## config.mk

```make
export PLATFORM = sky130hd
export DESIGN_NAME = utf8_to_ucs2_decoder
export DESIGN_NICKNAME = d
export VERILOG_FILES = /design/src/utf8d_pkg.sv /design/src/utf8_to_ucs2_decoder.sv /design/src/utf8d_in_stage.sv /design/src/utf8d_decode.sv /design/src/utf8d_out_stage.sv
export SDC_FILE = /design/constraint.sdc
export NUM_CORES = 1
export LEC_CHECK = 0
export BUFFER_PORTS_ARGS = -buffer_cell sky130_fd_sc_hd__clkbuf_2
export CAP_MARGIN = 0
export CORE_UTILIZATION = 38
export CTS_BUF_LIST = sky130_fd_sc_hd__clkbuf_8
export CTS_CLUSTER_DIAMETER = 30
export CTS_CLUSTER_SIZE = 25
export DETAILED_ROUTE_END_ITERATION = 16
export PLACE_DENSITY_LB_ADDON = 0.15
export SLEW_MARGIN = 20
export SYNTH_ARGS = -nofsm -noshare
export SYNTH_HDL_FRONTEND = slang
export SYNTH_HIERARCHICAL = 1
export SYNTH_SLANG_ARGS = --single-unit
export TNS_END_PERCENT = 10
```

## constraint.sdc

```tcl
create_clock -name clk -period 3.1 [get_ports clk]
set_clock_uncertainty 0.2 [all_clocks]
set_input_delay 0 -clock clk [delete_from_list [all_inputs] [get_ports clk]]
set_output_delay 0 -clock clk [all_outputs]
set_load 0.01 [all_outputs]
```

## src/utf8d_pkg.sv

```systemverilog
// ----------------------------------------------------------------------------
// utf8d_pkg
// Shared types and constants for the UTF-8 to UCS-2 decoder.
// ----------------------------------------------------------------------------
`default_nettype none

package utf8d_pkg;

    localparam int BYTE_W    = 8;
    localparam int UNIT_W    = 16;
    localparam int PENDING_W = 3;

    // Lead byte classification masks.
    localparam logic [BYTE_W-1:0] LEAD_MASK  = 8'hC0;
    localparam logic [BYTE_W-1:0] BIT_TWO    = 8'h20;
    localparam logic [BYTE_W-1:0] BIT_THREE  = 8'h10;
    localparam logic [BYTE_W-1:0] BIT_FOUR   = 8'h08;
    localparam logic [BYTE_W-1:0] BIT_FIVE   = 8'h04;
    localparam logic [BYTE_W-1:0] CONT_MASK  = 8'h3F;
    localparam logic [BYTE_W-1:0] TWO_MASK   = 8'h1F;
    localparam logic [BYTE_W-1:0] THREE_MASK = 8'h0F;

    localparam logic [UNIT_W-1:0] COUNT_MAX = 16'hFFFF;

    // Number of bytes that follow each lead type.
    localparam logic [PENDING_W-1:0] FOLLOW_TWO   = 3'd1;
    localparam logic [PENDING_W-1:0] FOLLOW_THREE = 3'd2;
    localparam logic [PENDING_W-1:0] FOLLOW_FOUR  = 3'd3;
    localparam logic [PENDING_W-1:0] FOLLOW_FIVE  = 3'd4;
    localparam logic [PENDING_W-1:0] FOLLOW_SIX   = 3'd5;

    // One decoded result, with a flag telling whether the byte produced one.
    typedef struct packed {
        logic              valid;
        logic [UNIT_W-1:0] code_unit;
        logic              is_end;
        logic [UNIT_W-1:0] unit_count;
    } utf8d_result_t;

endpackage

`default_nettype wire

```

## src/utf8_to_ucs2_decoder.sv

```systemverilog
// Path: a byte accepted into the input register is decoded and registered
// in the result register, which drives out_valid; out_ready can stall it.
// Throughput: one byte per cycle, set by the single decode step between the
// input register and the result register; stalls only from out_ready.
// Reset: rst_n clears the sequence state, unit count and both valid flags.
// ----------------------------------------------------------------------------
// utf8_to_ucs2_decoder
// Decodes a UTF-8 byte stream into 16-bit code units with string terminators.
// ----------------------------------------------------------------------------
`default_nettype none

module utf8_to_ucs2_decoder (
    input  wire logic                         clk,
    input  wire logic                         rst_n,
    input  wire logic                         in_valid,
    output logic                              in_ready,
    input  wire logic [utf8d_pkg::BYTE_W-1:0] in_byte,
    output logic                              out_valid,
    input  wire logic                         out_ready,
    output logic [utf8d_pkg::UNIT_W-1:0]      code_unit,
    output logic                              is_end,
    output logic [utf8d_pkg::UNIT_W-1:0]      unit_count
);
    import utf8d_pkg::*;

    // The input register takes one byte transaction per cycle. Its byte moves
    // into the decode step whenever the result register is empty or is being
    // emptied in the same cycle, so a finished result never blocks new input
    // for more than the time the consumer holds out_ready low.
    logic              byte_valid;
    logic [BYTE_W-1:0] byte_data;
    logic              take;
    logic              out_free;
    utf8d_result_t     res;

    utf8d_in_stage u_in_stage (
        .clk        (clk),
        .rst_n      (rst_n),
        .in_valid   (in_valid),
        .in_ready   (in_ready),
        .in_byte    (in_byte),
        .take       (take),
        .byte_valid (byte_valid),
        .byte_data  (byte_data)
    );

    // The decode step holds the state of the sequence in progress: bytes still
    // expected, the value gathered so far, whether the sequence is being
    // discarded, and the number of units emitted since the last terminator.
    // Bytes that end no sequence produce no result transaction at all.
    utf8d_decode u_decode (
        .clk        (clk),
        .rst_n      (rst_n),
        .byte_valid (byte_valid),
        .byte_data  (byte_data),
        .out_free   (out_free),
        .take       (take),
        .res        (res)
    );

    // The result register presents one result transaction until it is taken.
    utf8d_out_stage u_out_stage (
        .clk        (clk),
        .rst_n      (rst_n),
        .load       (take),
        .res        (res),
        .out_free   (out_free),
        .out_valid  (out_valid),
        .out_ready  (out_ready),
        .code_unit  (code_unit),
        .is_end     (is_end),
        .unit_count (unit_count)
    );

endmodule

`default_nettype wire

```

## src/utf8d_in_stage.sv

```systemverilog
// ----------------------------------------------------------------------------
// utf8d_in_stage
// Input register that holds one byte until the decode stage takes it.
// ----------------------------------------------------------------------------
`default_nettype none

module utf8d_in_stage (
    input  wire logic                        clk,
    input  wire logic                        rst_n,
    input  wire logic                        in_valid,
    output logic                             in_ready,
    input  wire logic [utf8d_pkg::BYTE_W-1:0] in_byte,
    input  wire logic                        take,
    output logic                             byte_valid,
    output logic [utf8d_pkg::BYTE_W-1:0]     byte_data
);
    import utf8d_pkg::*;

    logic              valid_reg;
    logic              valid_next;
    logic [BYTE_W-1:0] byte_reg;

    // The register can be refilled in the same cycle that its byte moves on.
    assign in_ready = !valid_reg || take;

    always_comb
    begin
        valid_next = valid_reg;
        if (in_ready)
        begin
            valid_next = in_valid;
        end
    end

    always_ff @(posedge clk or negedge rst_n)
    begin
        if (!rst_n)
        begin
            valid_reg <= 1'b0;
        end
        else
        begin
            valid_reg <= valid_next;
        end
    end

    always_ff @(posedge clk)
    begin
        if (in_valid && in_ready)
        begin
            byte_reg <= in_byte;
        end
    end

    assign byte_valid = valid_reg;
    assign byte_data  = byte_reg;

endmodule

`default_nettype wire

```

## src/utf8d_decode.sv

```systemverilog
// ----------------------------------------------------------------------------
// utf8d_decode
// Sequence state and the single-pass decode of one byte into a result.
// ----------------------------------------------------------------------------
`default_nettype none

module utf8d_decode (
    input  wire logic                         clk,
    input  wire logic                         rst_n,
    input  wire logic                         byte_valid,
    input  wire logic [utf8d_pkg::BYTE_W-1:0] byte_data,
    input  wire logic                         out_free,
    output logic                              take,
    output utf8d_pkg::utf8d_result_t          res
);
    import utf8d_pkg::*;

    logic [PENDING_W-1:0] pending_reg;
    logic [PENDING_W-1:0] pending_next;
    logic [UNIT_W-1:0]    partial_reg;
    logic [UNIT_W-1:0]    partial_next;
    logic                 dropping_reg;
    logic                 dropping_next;
    logic [UNIT_W-1:0]    count_reg;
    logic [UNIT_W-1:0]    count_next;
    logic [UNIT_W-1:0]    count_inc;
    logic [UNIT_W-1:0]    shifted;

    assign take      = byte_valid && out_free;
    assign count_inc = (count_reg != COUNT_MAX) ? count_reg + 1'b1 : count_reg;
    assign shifted   = {partial_reg[UNIT_W-7:0], byte_data[5:0]};

    always_comb
    begin
        pending_next  = pending_reg;
        partial_next  = partial_reg;
        dropping_next = dropping_reg;
        count_next    = count_reg;
        res           = '0;

        if (pending_reg != '0)
        begin
            pending_next = pending_reg - 1'b1;
            if (dropping_reg)
            begin
                dropping_next = (pending_next != '0);
            end
            else
            begin
                partial_next = shifted;
                if (pending_next == '0)
                begin
                    res.valid     = 1'b1;
                    res.code_unit = shifted;
                    count_next    = count_inc;
                end
            end
        end
        else if (byte_data == '0)
        begin
            // End of string: report the count and start a new one.
            res.valid      = 1'b1;
            res.is_end     = 1'b1;
            res.unit_count = count_reg;
            count_next     = '0;
        end
        else if ((byte_data & LEAD_MASK) != LEAD_MASK)
        begin
            res.valid     = 1'b1;
            res.code_unit = {{(UNIT_W-BYTE_W){1'b0}}, byte_data};
            count_next    = count_inc;
        end
        else if ((byte_data & BIT_TWO) == '0)
        begin
            partial_next = {{(UNIT_W-BYTE_W){1'b0}}, byte_data & TWO_MASK};
            pending_next = FOLLOW_TWO;
        end
        else if ((byte_data & BIT_THREE) == '0)
        begin
            partial_next = {{(UNIT_W-BYTE_W){1'b0}}, byte_data & THREE_MASK};
            pending_next = FOLLOW_THREE;
        end
        else
        begin
            // Four, five and six byte sequences do not fit a 16-bit unit.
            dropping_next = 1'b1;
            partial_next  = '0;
            if ((byte_data & BIT_FOUR) == '0)
            begin
                pending_next = FOLLOW_FOUR;
            end
            else if ((byte_data & BIT_FIVE) == '0)
            begin
                pending_next = FOLLOW_FIVE;
            end
            else
            begin
                pending_next = FOLLOW_SIX;
            end
        end
    end

    always_ff @(posedge clk or negedge rst_n)
    begin
        if (!rst_n)
        begin
            pending_reg  <= '0;
            partial_reg  <= '0;
            dropping_reg <= 1'b0;
            count_reg    <= '0;
        end
        else if (take)
        begin
            pending_reg  <= pending_next;
            partial_reg  <= partial_next;
            dropping_reg <= dropping_next;
            count_reg    <= count_next;
        end
    end

`ifndef SYNTHESIS
    a_drop_has_pending: assert property (@(posedge clk) disable iff (!rst_n)
        dropping_reg |-> pending_reg != '0)
        else $error("dropping without pending bytes");

    a_pending_range: assert property (@(posedge clk) disable iff (!rst_n)
        pending_reg <= FOLLOW_SIX)
        else $error("pending byte count out of range");

    a_end_clears_count: assert property (@(posedge clk) disable iff (!rst_n)
        take && res.valid && res.is_end |=> count_reg == '0)
        else $error("unit count not cleared after terminator");

    a_end_unit_zero: assert property (@(posedge clk) disable iff (!rst_n)
        res.valid && res.is_end |-> res.code_unit == '0)
        else $error("terminator carries a nonzero code unit");
`endif

endmodule

`default_nettype wire

```

## src/utf8d_out_stage.sv

```systemverilog
// ----------------------------------------------------------------------------
// utf8d_out_stage
// Result register that holds one decoded transaction for the consumer.
// ----------------------------------------------------------------------------
`default_nettype none

module utf8d_out_stage (
    input  wire logic                         clk,
    input  wire logic                         rst_n,
    input  wire logic                         load,
    input  wire utf8d_pkg::utf8d_result_t     res,
    output logic                              out_free,
    output logic                              out_valid,
    input  wire logic                         out_ready,
    output logic [utf8d_pkg::UNIT_W-1:0]      code_unit,
    output logic                              is_end,
    output logic [utf8d_pkg::UNIT_W-1:0]      unit_count
);
    import utf8d_pkg::*;

    logic              valid_reg;
    logic              valid_next;
    logic [UNIT_W-1:0] code_unit_reg;
    logic              is_end_reg;
    logic [UNIT_W-1:0] unit_count_reg;

    assign out_free = !valid_reg || out_ready;

    always_comb
    begin
        valid_next = valid_reg;
        if (load)
        begin
            valid_next = res.valid;
        end
        else if (out_ready)
        begin
            valid_next = 1'b0;
        end
    end

    always_ff @(posedge clk or negedge rst_n)
    begin
        if (!rst_n)
        begin
            valid_reg <= 1'b0;
        end
        else
        begin
            valid_reg <= valid_next;
        end
    end

    always_ff @(posedge clk)
    begin
        if (load && res.valid)
        begin
            code_unit_reg  <= res.code_unit;
            is_end_reg     <= res.is_end;
            unit_count_reg <= res.unit_count;
        end
    end

    assign out_valid  = valid_reg;
    assign code_unit  = code_unit_reg;
    assign is_end     = is_end_reg;
    assign unit_count = unit_count_reg;

endmodule

`default_nettype wire

```

==> results.json, run 1 <==
{
  "worstMarginPinSlew_ps": 860,
  "top_usage_layer": "met2",
  "num-nets-final": 362,
  "route.detailed.drc": 0,
  "synthCells": 290,
  "synth_compound_area_frac": 0.146,
  "ys_warn_count": 6,
  "fp.dieArea_um2": 9130,
  "grt_pass1_vias": 2145,
  "coreArea_um2": 8340,
  "grt.overflow.total": 0,
  "path_clk_slew_ps": 80,
  "clockBufferDepth": 2,
  "slew_violations": 0,
  "wl_per_cell_um": 14.2,
  "slowest_stage": "or4b_1",
  "worstPathRequired_ps": 2870,
  "portBuffers": 46,
  "max_freq_mhz": 380,
  "post-route-min-period_ps": 2630,
  "drv_cap": 0,
  "dieWidth_um": 95.6,
  "first_pass_iters": 4,
  "grt_use_met3": 0.0327,
  "vdd_ir_drop_max_mv": 0.302,
  "cts_buffers": 9,
  "via_count": 2373,
  "drt_wl_total_um": 6480,
  "synth_top_family_by_area": "simple AND/OR/NAND/NOR gates",
  "grtUsageMet2": 0.235,
  "antenna_found_initial": 0,
  "setup_viol": 0,
  "cts_tree": "done",
  "via_per_inst": 5.20,
  "power.density_nw_per_um2": 811,
  "yosys.area_share.simple": 0.188,
  "rsz0062_at_grt": "no",
  "area_growth_pct": 20.2,
  "cp-end-kind": "flop",
  "grtUsageTotal": 0.155,
  "crit_type": "flop to flop",
  "drt-initial-drc-count": 105,
  "hold_path_class": "primary input to asynchronous set/reset pin",
  "yosysUniqueCellTypes": 50,
  "num_rows": 33,
  "synth_edf_count": 41,
  "ios": 47,
  "timing.slew.headroom": 0.426,
  "cp_top_family": "simple AND/OR/NAND/NOR gates",
  "dieHeight_um": 95.6,
  "async_reset_ff_frac": 0.438,
  "htreeDepth": 3,
  "report.final.hold_viol_count": 0,
  "cts_root_buffer": "clkbuf_8",
  "final_antenna_net_count": 0,
  "dp_hpwl_um": 4290,
  "post-cts-setup-buffers": 0,
  "status": "finished clean",
  "globalplace.congestion": 0.833,
  "cts_sinks": 73,
  "synth_area_um2": 3330,
  "synth-seq-cells": 73,
  "crit_buf_inv": 1,
  "seq_area_frac_synth": 0.611,
  "critical_path.max_stage_delay_ps": 550,
  "muxShareOfSynthArea": 0.00301,
  "crit_arrival_ps": 2410,
  "synth-adder-area-share": 0.0150,
  "crit_fanout": 34,
  "final_layout_size_suffix_gt1_frac": 0.242,
  "post-route-period-util": 0.849,
  "grt_max_degree": 35,
  "n_fill_cell": 792,
  "cp_cell_sequence": "inv_1 -> ha_1 -> or4b_1 -> a21oi_2 -> or2_2 -> and2_4",
  "p_leak_uw": 0.00166,
  "avgSynthCellArea_um2": 11.5,
  "fin_cells": 456,
  "initial_core_util": 0.399,
  "tns_ps": 0,
  "placedCellCount": 429,
  "synthesis.nets": 306,
  "synth_top_flop_cell": "edfxtp_1",
  "synth_xor_area_frac": 0.00263,
  "met1_usage": 0.220,
  "clkLatencyLatePin_ps": 330,
  "worst_setup_path_start_kind": "flop",
  "grt_pass1_wl_um": 10500,
  "diodes": 0
}
==> synth_stat cells, drive strengths merged, types with 2 or more instances <==
cell type	instances	area [µm²]
edfxtp	41	1230
nand2	36	143
dfrtp	32	801
and2	31	199
o21ai	23	115
a21oi	17	88.8
nand3	11	60.1
nor2	11	43.8
buf	8	51.3
clkbuf	8	31.3
inv	8	30.0
a31oi	7	43.8
a31o	5	43.8
and3	5	31.3
nand2b	5	46.3
nand4	5	31.3
a41oi	4	35.0
ha	4	50.1
nor3	3	15.0
o31ai	3	22.5
a41o	2	20.0
nor4	2	12.5
o41ai	2	32.5
==> layer usage <==
metal,up-vias,share of wire,wire [µm]
li1,1165,-,-
met1,1139,0.48,3130
met2,62,0.47,3030
met3,7,0.039,250
met4,0,0.011,69
met5,-,0,0
==> cell usage in the layout (no fill, tap or decap), drive strengths merged, types with 3 or more instances in the layout <==
| cell type | count |
|---|---|
| a21oi | 17 |
| a41oi | 4 |
| ha | 4 |
| nand4 | 5 |
| dfrtp | 32 |
| nor2 | 11 |
| clkbuf | 56 |
| nor3 | 3 |
| a31o | 5 |
| inv | 8 |
| o31ai | 3 |
| and2 | 31 |
| bufinv | 3 |
| and3 | 5 |
| buf | 4 |
| edfxtp | 41 |
| dlygate4sd3 | 11 |
| o21ai | 23 |
| nand2 | 36 |
| a31oi | 7 |
| nand3 | 11 |
| nand2b | 5 |
==> metrics by stage <==
stage / setup WS (ps) / utilization / hold WS, ps / total power (µW) / instance area [µm²]
2_1_floorplan: 585 / - / -496 / 2080 / 3330
3_3_place_gp: 521 / 0.436 / -48.3 / 2330 / 3630
3_5_place_dp: 470 / 0.436 / -44.9 / 2350 / 3630
4_1_cts: 462 / 0.479 / 123 / 3280 / 4000
5_1_grt: 301 / 0.479 / 165 / 3460 / 4000
6_report: 468 / 0.479 / 102 / 3240 / 4000
==> final cells by class <==
class / instances / area (µm²) / area share
clock buffer: 10 / 138 / 0.0344
clock inverter: 6 / 115 / 0.0288
inverter: 8 / 30.0 / 0.00751
multi-input combinational: 193 / 1180 / 0.295
sequential: 73 / 2030 / 0.508
tap: 105 / 131 / 0.0329
timing repair buffer: 61 / 370 / 0.0926
==> cells by family (layout without fill, tap and decap cells) <==
kind of cell    count (synthesis)  in the layout
mux                             1              1
simple gates                  115            115
xor+xnor                        1              1
buf+inv                        24             85
fa+ha+maj                       4              4
compound gates                 72             72
flops                          73             73
==> timing repair <==
action,4_1_cts,5_1_grt
resized for setup,0,0
hold endpoints to repair,50,0
hold buffers,11,0
==> final timing paths <==
path                                          from  cells past startpoint  slack, ps                        to
max in group asynchronous                    rst_n                      2       2050     u_decode/count_reg[1]
min                                          rst_n                      2        100     u_decode/dropping_reg
max reg2reg                u_decode/pending_reg[0]                      6        470  u_out_stage/code_unit[8]
min in group clk                        in_byte[3]                      2        180   u_in_stage/byte_data[3]
min reg2reg                u_decode/partial_reg[6]                      2        280   u_decode/partial_reg[6]
max                        u_decode/pending_reg[0]                      6        470  u_out_stage/code_unit[8]
==> power breakdown <==
group	switching (µW)	leakage, µW	internal (µW)	total (µW)
Clock	356	0.000123	559	915
Combinational	551	0.000729	327	878
Sequential	131	0.000808	1320	1450
Note: power is estimated with default switching activity, not from simulation.
==> inputs of run 2 (changes only) <==
clock period = 2.2 ns   (was 3.1 ns; I/O delays follow)
==> run 2 against run 1 <==
Net effect: the flow now finishes with violations (setup timing); critical path depth rose by 1; worst setup slack got worse by 550 ps; final cell count rose by 8.3%; core utilization rose by 4.8 points; register-to-register slack got worse by 550 ps; fmax rose by 15%; sequential cell count did not move; wire length rose by 10%; combinational power rose by 100%; total power rose by 58%; critical endpoint is now u_out_stage/unit_count[6]; largest cell class unchanged.
==> results.json, run 2 (synthesis gave the netlist of run 1 again) <==
{
  "final_layout_size_suffix_gt1_frac": 0.334,
  "dieWidth_um": 95.6,
  "via_count": 2541,
  "path_clk_slew_ps": 80,
  "status": "complete, but fails checks",
  "globalplace.congestion": 0.812,
  "tns_ps": -2140,
  "report.final.hold_viol_count": 0,
  "worstMarginPinSlew_ps": 830,
  "ios": 47,
  "post-route-util": 0.527,
  "r2r_cells": 7,
  "critical_path.max_stage_delay_ps": 540,
  "clockBufferDepth": 2,
  "dieHeight_um": 95.6,
  "drt-initial-drc-count": 131,
  "antenna_found_initial": 0,
  "hold_path_class": "primary input to asynchronous set/reset pin",
  "diodes": 0,
  "grt_max_degree": 33,
  "crit_arrival_ps": 2140,
  "cts_tree": "done",
  "cts_root_buffer": "clkbuf_8",
  "vdd_ir_drop_max_mv": 0.554,
  "first_pass_iters": 4,
  "layout_common_cells": "46 x clkbuf_2, 41 x edfxtp_1, 37 x buf_4",
  "via_per_inst": 5.14,
  "coreArea_um2": 8340,
  "drv_cap": 0,
  "initial_core_util": 0.399,
  "grt_pass1_wl_um": 11900,
  "wl_per_cell_um": 14.5,
  "violations": "setup timing",
  "final_common_cell": "clkbuf_2",
  "crit_type": "flop to flop",
  "setup_ws_ps": -81.8,
  "cts_sinks": 73,
  "crit_end": "u_out_stage/unit_count[6]",
  "num_rows": 33,
  "grt.overflow.total": 0,
  "cp-end-kind": "flop",
  "fp.dieArea_um2": 9130,
  "clkLatencyLatePin_ps": 350,
  "grt_pass1_vias": 2444,
  "timing.slew.headroom": 0.446,
  "p_leak_uw": 0.00186,
  "drt_wl_total_um": 7150,
  "reg2reg_to": "u_out_stage/unit_count[6]",
  "route.detailed.drc": 0,
  "whs_ps": 67.6,
  "r2r-start": "u_decode/pending_reg[1]",
  "n_fill_cell": 788,
  "worst_setup_path_start_kind": "flop",
  "post-route-min-period_ps": 2280,
  "max_freq_mhz": 438,
  "grtUsageTotal": 0.177,
  "htreeDepth": 3,
  "final_antenna_net_count": 0,
  "setup_viol": 42,
  "final_area_um2": 4400,
  "worstPathRequired_ps": 2060,
  "dpl_cell_area_um2": 3960,
  "post-route-period-util": 1.04,
  "portBuffers": 46,
  "cts_buffers": 9,
  "slowest_stage": "or4b_4",
  "pre_cts_ws_ps": -104,
  "r2r_setup_slack_ps": -80,
  "crit_fanout": 16,
  "area_growth_pct": 32.2,
  "num-nets-final": 400,
  "dp_hpwl_um": 4960,
  "rsz0062_at_grt": "yes",
  "critPathLaunch": "u_decode/pending_reg[1]",
  "power.density_nw_per_um2": 1170,
  "slew_violations": 0,
  "cp_cell_sequence": "inv_2 -> ha_4 -> or4b_4 -> a21oi_4 -> or2_2 -> and2_4 -> buf_12"
}
## run 2: timing repair
item	CTS	global route
cloned	1	0
setup buffers	2	0
hold endpoints to repair	50	0
hold buffers	11	0
pin swaps	3	0
setup endpoints to repair	47	54
resized for setup	9	2
## run 2: report_power, final
part	switching [µW]	internal, µW	leakage [µW]
clock	494	858	0.000128
sequential	161	1860	0.000808
combinational	941	823	0.000928
total	1600	3540	0.00186
## run 2: per-stage QoR
step                      cells  total power (µW)
after floorplan             290              2980
after global placement      464              3660
after detailed placement    464              3690
after CTS                   494              5170
after global routing        494              5450
final                       494              5130
## run 2: final cells by class
class,count,area [µm²],share of cell area
Multi-Input combinational cell,194,1250,0.285
Clock inverter,7,133,0.0302
Timing Repair Buffer,98,689,0.157
Tap cell,105,131,0.0299
Inverter,8,33.8,0.00769
Sequential cell,73,2030,0.462
Clock buffer,9,124,0.0282
## run 2: worst min-delay path by stage
stage          slack (ps)  cells after the start  startpoint                 endpoint
2_1_floorplan        -500                      0       rst_n    u_decode/count_reg[0]
3_3_place_gp          -30                      1       rst_n   u_decode/count_reg[12]
3_5_place_dp          -30                      1       rst_n   u_decode/count_reg[12]
4_1_cts               120                      2       rst_n    u_decode/count_reg[9]
5_1_grt               160                      2  in_byte[0]  u_in_stage/byte_data[0]
6_report               70                      2       rst_n    u_decode/count_reg[9]
## run 2: routing by layer
layer	GRT usage	share of wire	vias to the layer above
li1	-	-	1251
met1	0.242	0.48	1213
met2	0.267	0.46	69
met3	0.0455	0.043	8
met4	0.0746	0.016	0
met5	0	0	-
## run 2: worst max-delay path: cells and delay by family, from the launching register on
family	cells	cell delay (ps)
AO/OA/AOI/OAI	1	170
flip-flops	1	350
AND/OR/NAND/NOR	3	860
buffers and inverters	2	240
adder cells (fa/ha/maj)	1	170
==> inputs of run 3 (changes only) <==
clock period = 2.46 ns   (was 2.2 ns; I/O delays follow)
==> run 3 against run 2 <==
Net effect: the run now ends clean; sequential share of layout area is 3.0 points higher; wire length fell by 6.0%; worst setup slack better by 220 ps; final cell count decreased by 4.3%; clock-buffer cell count increased by 1; register-to-register slack better by 220 ps; global-route usage shrank 1.3 points; first-iteration DRC count decreased by 0.76%; critical path depth unchanged; highest routed layer unchanged; sequential power down 10%.
==> results.json, run 3 (synthesis gave the netlist of run 1 again) <==
{
  "status": "finished clean",
  "clockBufferDepth": 2,
  "ios": 47,
  "final_common_cell": "clkbuf_2",
  "top_layer_used": "met4",
  "dp_hpwl_um": 4630,
  "final_antenna_net_count": 0,
  "wl_met2_um": 3140,
  "fin_cells": 473,
  "post-cts-setup-buffers": 0,
  "slew_violations": 0,
  "pre_cts_ws_ps": 45.6,
  "grt_pass1_vias": 2346,
  "area_growth_pct": 24.1,
  "final_layout_size_suffix_gt1_frac": 0.285,
  "wl_met1_um": 3170,
  "globalplace.congestion": 0.804,
  "critPathLaunch": "u_decode/pending_reg[0]",
  "wl_met3_um": 286,
  "crit_fanout": 23,
  "via_per_inst": 5.23,
  "swShare": 0.330,
  "cts_sinks": 73,
  "route.detailed.drc": 0,
  "power_frac_clock": 0.228,
  "whs_ps": 82.1,
  "wl_per_cell_um": 14.2,
  "drt_wl_total_um": 6730,
  "num-nets-final": 379,
  "diodes": 0,
  "p_int_uw": 2720,
  "portBuffers": 46,
  "post-route-period-util": 0.945,
  "setup_ws_ps": 135,
  "seq_power_share": 0.446,
  "cts_tree": "done",
  "placedCellCount": 446,
  "cts_buffers": 9,
  "layout_common_cells": "46 x clkbuf_2, 41 x edfxtp_1, 35 x nand2_1",
  "path_clk_slew_ps": 70,
  "grtUsageTotal": 0.165,
  "num_rows": 33,
  "r2r_cells": 7,
  "dpl_cell_area_um2": 3800,
  "vdd_ir_drop_max_mv": 0.455,
  "cts_root_buffer": "clkbuf_8",
  "power.density_nw_per_um2": 984,
  "drv_cap": 0,
  "coreArea_um2": 8340,
  "clkLatencyLatePin_ps": 340,
  "report.final.hold_viol_count": 0,
  "p_leak_uw": 0.00172,
  "setup_viol": 0,
  "crit_type": "flop to flop",
  "grt_max_degree": 33,
  "power.switching_uw": 1340,
  "worstPathRequired_ps": 2310,
  "initial_core_util": 0.399,
  "post-route-min-period_ps": 2320,
  "r2r-start": "u_decode/pending_reg[0]",
  "combinationalPowerShare": 0.326,
  "cp-end-kind": "flop",
  "antenna_found_initial": 0,
  "grt_pass1_wl_um": 11200,
  "first_pass_iters": 5,
  "dieHeight_um": 95.6,
  "rsz0062_at_grt": "no",
  "tns_ps": 0,
  "max_freq_mhz": 430,
  "crit_arrival_ps": 2170,
  "timing.slew.headroom": 0.442,
  "dieWidth_um": 95.6,
  "via_count": 2472,
  "fp.dieArea_um2": 9130,
  "htreeDepth": 3,
  "hold_path_class": "primary input to asynchronous set/reset pin",
  "worst_setup_path_start_kind": "flop",
  "final_area_um2": 4130,
  "drt-initial-drc-count": 130,
  "worstMarginPinSlew_ps": 837,
  "grt.overflow.total": 0
}
==> run 3: cell count changes in the layout (fill, tap and decap cells not counted), sizes merged <==
cell / change
buf: -20
bufinv: -3
clkbuf: +1
clkinvlp: +1
inv: +1
o21a: -1
==> run 3: final timing paths <==
kind	endpoint	slack, ps
max	u_out_stage/unit_count[3]	140
min	u_decode/partial_reg[4]	80
max reg2reg	u_out_stage/unit_count[3]	140
min reg2reg	u_decode/partial_reg[9]	280
max in group asynchronous	u_decode/pending_reg[2]	1440
min in group clk	u_in_stage/byte_data[7]	170
==> run 3: repair_timing <==
item / in CTS / in global routing
endpoints found under the setup margin: 0 / 11
gates resized for setup: 0 / 3
hold endpoints to repair: 50 / 0
hold buffers: 11 / 0
==> run 3: stage by stage <==
stage	power (µW)	utilization
final	4060	0.495
after global routing	4340	0.495
after CTS	4100	0.493
after detailed placement	3150	0.456
after global placement	3120	0.456
after floorplan	2630	-
==> run 3: final cells by class <==
class	instances	area, µm²
Fill cell	783	4210
Sequential cell	73	2030
Multi-Input combinational cell	193	1200
Timing Repair Buffer	78	536
Clock buffer	10	138
Tap cell	105	131
Clock inverter	6	60.1
Inverter	8	33.8
==> run 3: critical path, cell delays in order, from the launching register on <==
cell,delay (ps)
dfrtp_1,350
inv_1,80
ha_2,190
or4b_1,530
a21oi_2,190
or2_2,150
and2_4,170
buf_12,170
==> run 3: layer usage <==
layer,track usage,vias to the layer above
met2,0.254,70
met1,0.219,1188
met3,0.0335,12
met5,0,-
met4,0.0858,0
li1,-,1202
==> run 3: power groups by stage <==
stage	sequential (µW)	combinational, µW	clock (µW)
finish	1810	1320	925
CTS	1820	1330	956
detailed placement	1840	1310	0
global route	1840	1490	1000
floorplan	1880	752	0
global placement	1830	1290	0
